===== config.mk =====
export PLATFORM = sky130hd
export DESIGN_NAME = tcpr_ram
export DESIGN_NICKNAME = d
export VERILOG_FILES = /design/src/design/tcpr_ram.sv
export SDC_FILE = /design/constraint.sdc
export NUM_CORES = 2
export LEC_CHECK = 0
export ABC_CLOCK_PERIOD_IN_PS = 7800
export CAP_MARGIN = 20
export CELL_PAD_IN_SITES_DETAIL_PLACEMENT = 1
export CELL_PAD_IN_SITES_GLOBAL_PLACEMENT = 1
export CORE_MARGIN = 4
export CORE_UTILIZATION = 45
export DETAILED_ROUTE_END_ITERATION = 10
export DONT_BUFFER_PORTS = 1
export PLACE_DENSITY = 0.67
export SYNTH_ARGS = -nofsm -noshare
export SYNTH_HDL_FRONTEND = slang
export SYNTH_SLANG_ARGS = --single-unit

===== constraint.sdc =====
create_clock -name clock -period 7.8 [get_ports clock]
set_clock_uncertainty 0.1 [all_clocks]
set_input_delay 1.56 -clock clock [delete_from_list [all_inputs] [get_ports clock]]
set_output_delay 1.56 -clock clock [all_outputs]
set_load 0.02 [all_outputs]

===== src/design/tcpr_ram.sv =====
// generic simple dual port ram with registered read
module tcpr_ram #(
   parameter int WIDTH = 64,
   parameter int DEPTH = 48
) (
   input  logic                                   clock,
   input  logic                                   wr_en,
   input  logic [((DEPTH > 1) ? $clog2(DEPTH) : 1)-1:0] wr_addr,
   input  logic [WIDTH-1:0]                       wr_data,
   input  logic [((DEPTH > 1) ? $clog2(DEPTH) : 1)-1:0] rd_addr,
   output logic [WIDTH-1:0]                       rd_data
);
   logic [WIDTH-1:0] mem [DEPTH];

   always_ff @(posedge clock) begin
      if (wr_en) begin
         mem[wr_addr] <= wr_data;
      end
      rd_data <= mem[rd_addr];
   end
endmodule


==> Yosys cells after proc, flatten, opt, wreduce, memory -nomap -nowiden <==
Memories as Yosys holds them, arrays and structs flattened. A register that Yosys moved wholly into a read port is not among the register bits.
Index checks and enable logic that the tools add are counted.
{ "totals": {"word_cells": 3, "ram_bits": 3072, "ff_bits": 0, "mem_count": 1} }
{ "classes": {"n_mux": 2} }
{ "memory_table": {"columns": ["memory", "words", "word_bits", "rd", "rd_ports_with_merged_regs", "write_ports", "line_no", "text"], "rows": [
  ["mem", 48, 64, 1, 1, 1, "13", "logic [WIDTH-1:0] mem [DEPTH];"]
]} }
{ "ops": {"columns": ["op", "n"], "rows": [
  ["1-bit 2-to-1 mux", 2]
]} }

==> Longest topological paths before layout <==
{ "depth": {"ltp_word": 2, "depth_mapped": 10} }

==> Least setup slack after synthesis <==
Ideal clock, no wire load.
{ "synth_timing": {"path_type": "input to register", "startpoint": "input port wr_addr[5] (netlist bit)", "endpoint": "memory mem[16][0] (enable)", "path_buffers": 0, "path_slack_ns": 0.917, "arrival_time_ns": 6.218, "required_ns": 7.135, "stages": 3, "cell_sequence": "and3b_1 > nand2_1 > nor3_1"} }
{ "synth_rtl": {"columns": ["item", "line_no", "text"], "rows": [
  ["start: declaration", "8", "input logic [((DEPTH > 1) ? $clog2(DEPTH) : 1)-1:0] wr_addr,"],
  ["end: declaration", "13", null]
]} }
No word-level cell before the write port.

==> impl_metrics.tcl <==
set metrics [dict create \
    boundaryPins 142 \
    fin_tns_setup_ns 0 \
    finalHoldViolCount 0 \
    grt.total_usage_pct 23.17 \
    dp_hpwl_mm 156.9 \
    cp-start-kind "input pin" \
    grt_start_max_net_pins 587 \
    cts_repair_resize_count 0 \
    dr_total_vias 55930 \
    clk_latency_ns 0.96 \
    grt_pass1_vias 59600 \
    first_iter_violations 6867 \
    antenna_found_initial 3 \
    place.gp.congestion 0.7357 \
    grt.overflow.total 0 \
    routed_wl_mm 314.4 \
    worstMarginPinSlew_ns 2.085 \
    start_util_pct 45.18 \
    hold_class "input pin to flip-flop" \
    drv_cap 0 \
    cts.sinks 3136 \
    h-tree-depth 5 \
    path_max_fanout 586 \
    postCtsSetupRepairBufs 0 \
    cts_tree "yes" \
    synth_edf_count 3072 \
    area_growth_pct 12.46 \
    die_area_mm2 0.2716 \
    ys.flop_type "edfxtp_1" \
    synth_area_mm2 0.1185 \
    period_share_pct 62.17 \
    syn_area_per_cell_um2 22.98 \
    cts_buffers 333 \
    async_flop_share_pct 0 \
    finish.utilization_pct 50.81 \
    portBuffers 0 \
    finalMaxSlewViolations 220 \
    hold_buffers 0 \
    drc 0 \
    violations "slew limit" \
    min_period_ns 4.849 \
    crit_path_end_kind "flip-flop" \
    powerDensity_mw_per_mm2 262.8 \
    die_y_um 521.2 \
    syn_nets 5235 \
    routedWlPerCell_um 34.63 \
    path_clk_slew_ns 0.06 \
    firstDrtPassIters 6 \
    rsz0062_at_grt "false" \
    critPathKind "input pin to flip-flop" \
    outcome "complete, but fails checks" \
    cp.required_ns 8.46 \
    crit_arrival_ns 5.51 \
    power.total_w 0.03502 \
    clk_path_buf_depth 4 \
    synth_cells 5157 \
    ir_worst_vdd_mv 0.1851 \
    grt_pass1_wl_mm 450.7 \
    rows 188 \
    nets 5397 \
    reg2reg_slack_ns 5.48 \
    place_area_mm2 0.1230 \
    ys_seq_area_share_pct 78.93 \
    drive_gt1_share_pct 23.75 \
    relSlewSlack_pct -38.97 \
    ys_warn_count 0 \
    core-area_mm2 0.2623 \
    die_x_um 521.2 \
    yosysUniqueCellTypes 39 \
    via_per_inst 6.161 \
    clock.fmax_ghz 0.2062 \
    p_leak_nw 41.70 \
    ant_nets 0 \
    root_buffer "clkbuf_16" \
    ys_ff_latch 3136 \
    final_cell_area_mm2 0.1333 \
    finalSetupViolCount 0 \
]
[placed cells by master (no fill, tap or decap), types with 5 or more instances in the layout]
master	netlist	routed
edfxtp_1	3072	3072
mux4_2	700	700
clkbuf_16	0	336
mux2i_1	310	310
o22ai_1	107	107
buf_4	40	87
clkbuf_1	127	82
a21oi_1	73	73
a22oi_1	71	71
dfxtp_1	64	64
nand2_1	56	56
clkinv_1	0	56
nor2_4	0	45
clkinv_2	0	44
o221ai_1	37	37
o31ai_1	36	36
and2_1	32	30
o211ai_1	30	30
a211o_1	30	30
or3_1	30	29
o21ai_0	28	28
buf_12	0	26
bufinv_16	0	23
nor2_1	66	20
nand3_1	20	20
clkbuf_8	0	20
a22o_1	17	17
a221oi_1	16	16
o21ai_1	10	10
nor2b_1	13	9
nand2b_1	11	8
inv_6	0	8
nand4_1	7	7
a211oi_1	7	7
clkinvlp_4	0	5
[metrics by stage]
stage	setup WS, ns	hold WS (ns)	cells
2_1_floorplan	0.9174	0.5777	5157
3_3_place_gp	2.810	0.6739	8496
3_5_place_dp	2.771	0.6850	8498
4_1_cts	3.766	0.5112	9076
5_1_grt	3.567	0.5190	9078
6_report	2.951	0.5802	9079
[final timing paths]
| kind | start | depth (start not counted) | endpoint |
|---|---|---|---|
| hold reg to reg | mem[38][34]$_DFFE_PP_ | 4 | rd_data[34]$_DFF_P_ |
| setup / recovery | rd_addr[1] | 6 | rd_data[44]$_DFF_P_ |
| setup reg to reg | mem[25][30]$_DFFE_PP_ | 5 | rd_data[30]$_DFF_P_ |
| hold / removal | wr_data[48] | 0 | mem[42][48]$_DFFE_PP_ |
[state kept, by name, indices dropped and copies added (netlist names)]
name / cells
rd_data: 64
mem: 3072
[routing by layer]
metal / up-vias / track usage, % / share of wire (%)
li1: 22370 / - / -
met1: 30700 / 32.02 / 40
met2: 2388 / 38.26 / 50
met3: 482 / 4.614 / 7.7
met4: 0 / 5.625 / 2.4
met5: - / 0 / 0
[cell families (layout without fill, tap and decap cells)]
group | Yosys count | after routing | synth area share [%]
AOI/OAI and AO/OA | 471 | 471 | 2.758
buffers and inverters | 290 | 695 | 1.342
DFF | 3136 | 3136 | 78.93
muxes | 1010 | 1010 | 15.92
other | 0 | 2 | 0
and+or+nand+nor | 250 | 250 | 1.047
[cell type report]
cell class              instances  area (um^2)
diodes                          2        5.005
well taps                    3515         4398
fillers                     22600       129000
repair buffers                116         1256
flip-flops and latches       3136        93530
clock inverters               140         1286
inverters                       1        6.256
clock buffers                 438         8991
multi-input cells            1731        23790
[cell usage after synthesis, types with 7 or more instances]
cell / n / area share [%]
a211oi_1: 7 / 0.044
dfxtp_1: 64 / 1.1
a22oi_1: 71 / 0.45
buf_6: 36 / 0.34
buf_4: 40 / 0.25
edfxtp_1: 3072 / 78
nand4_1: 7 / 0.037
nor2_1: 66 / 0.21
a22o_1: 17 / 0.13
mux4_2: 700 / 13
mux2i_1: 310 / 2.6
buf_1: 21 / 0.067
nand2_1: 56 / 0.18
o21ai_1: 10 / 0.042
a21oi_1: 73 / 0.31
o21ai_0: 28 / 0.12
o221ai_1: 37 / 0.27
buf_2: 65 / 0.27
nor2b_1: 13 / 0.069
nand2b_1: 11 / 0.058
o31ai_1: 36 / 0.23
and2_1: 32 / 0.17
a211o_1: 30 / 0.22
or3_1: 30 / 0.16
clkbuf_1: 127 / 0.40
nand3_1: 20 / 0.084
a221oi_1: 16 / 0.12
o211ai_1: 30 / 0.19
o22ai_1: 107 / 0.56
[worst max-delay path, cell delays in order]
cell and delay (ns):
nand2b_4 1.32, buf_4 0.69, o22ai_1 0.21, o31ai_1 0.28, a21oi_1 0.13, a211o_1 0.33
[report_power, final]
group / total [W] / internal, W / switching (W)
registers: 0.0188 / 0.0186 / 0.000149
clock network: 0.0151 / 0.00883 / 0.00630
logic: 0.00110 / 0.000550 / 0.000547
(Power assumes the default switching activity.)
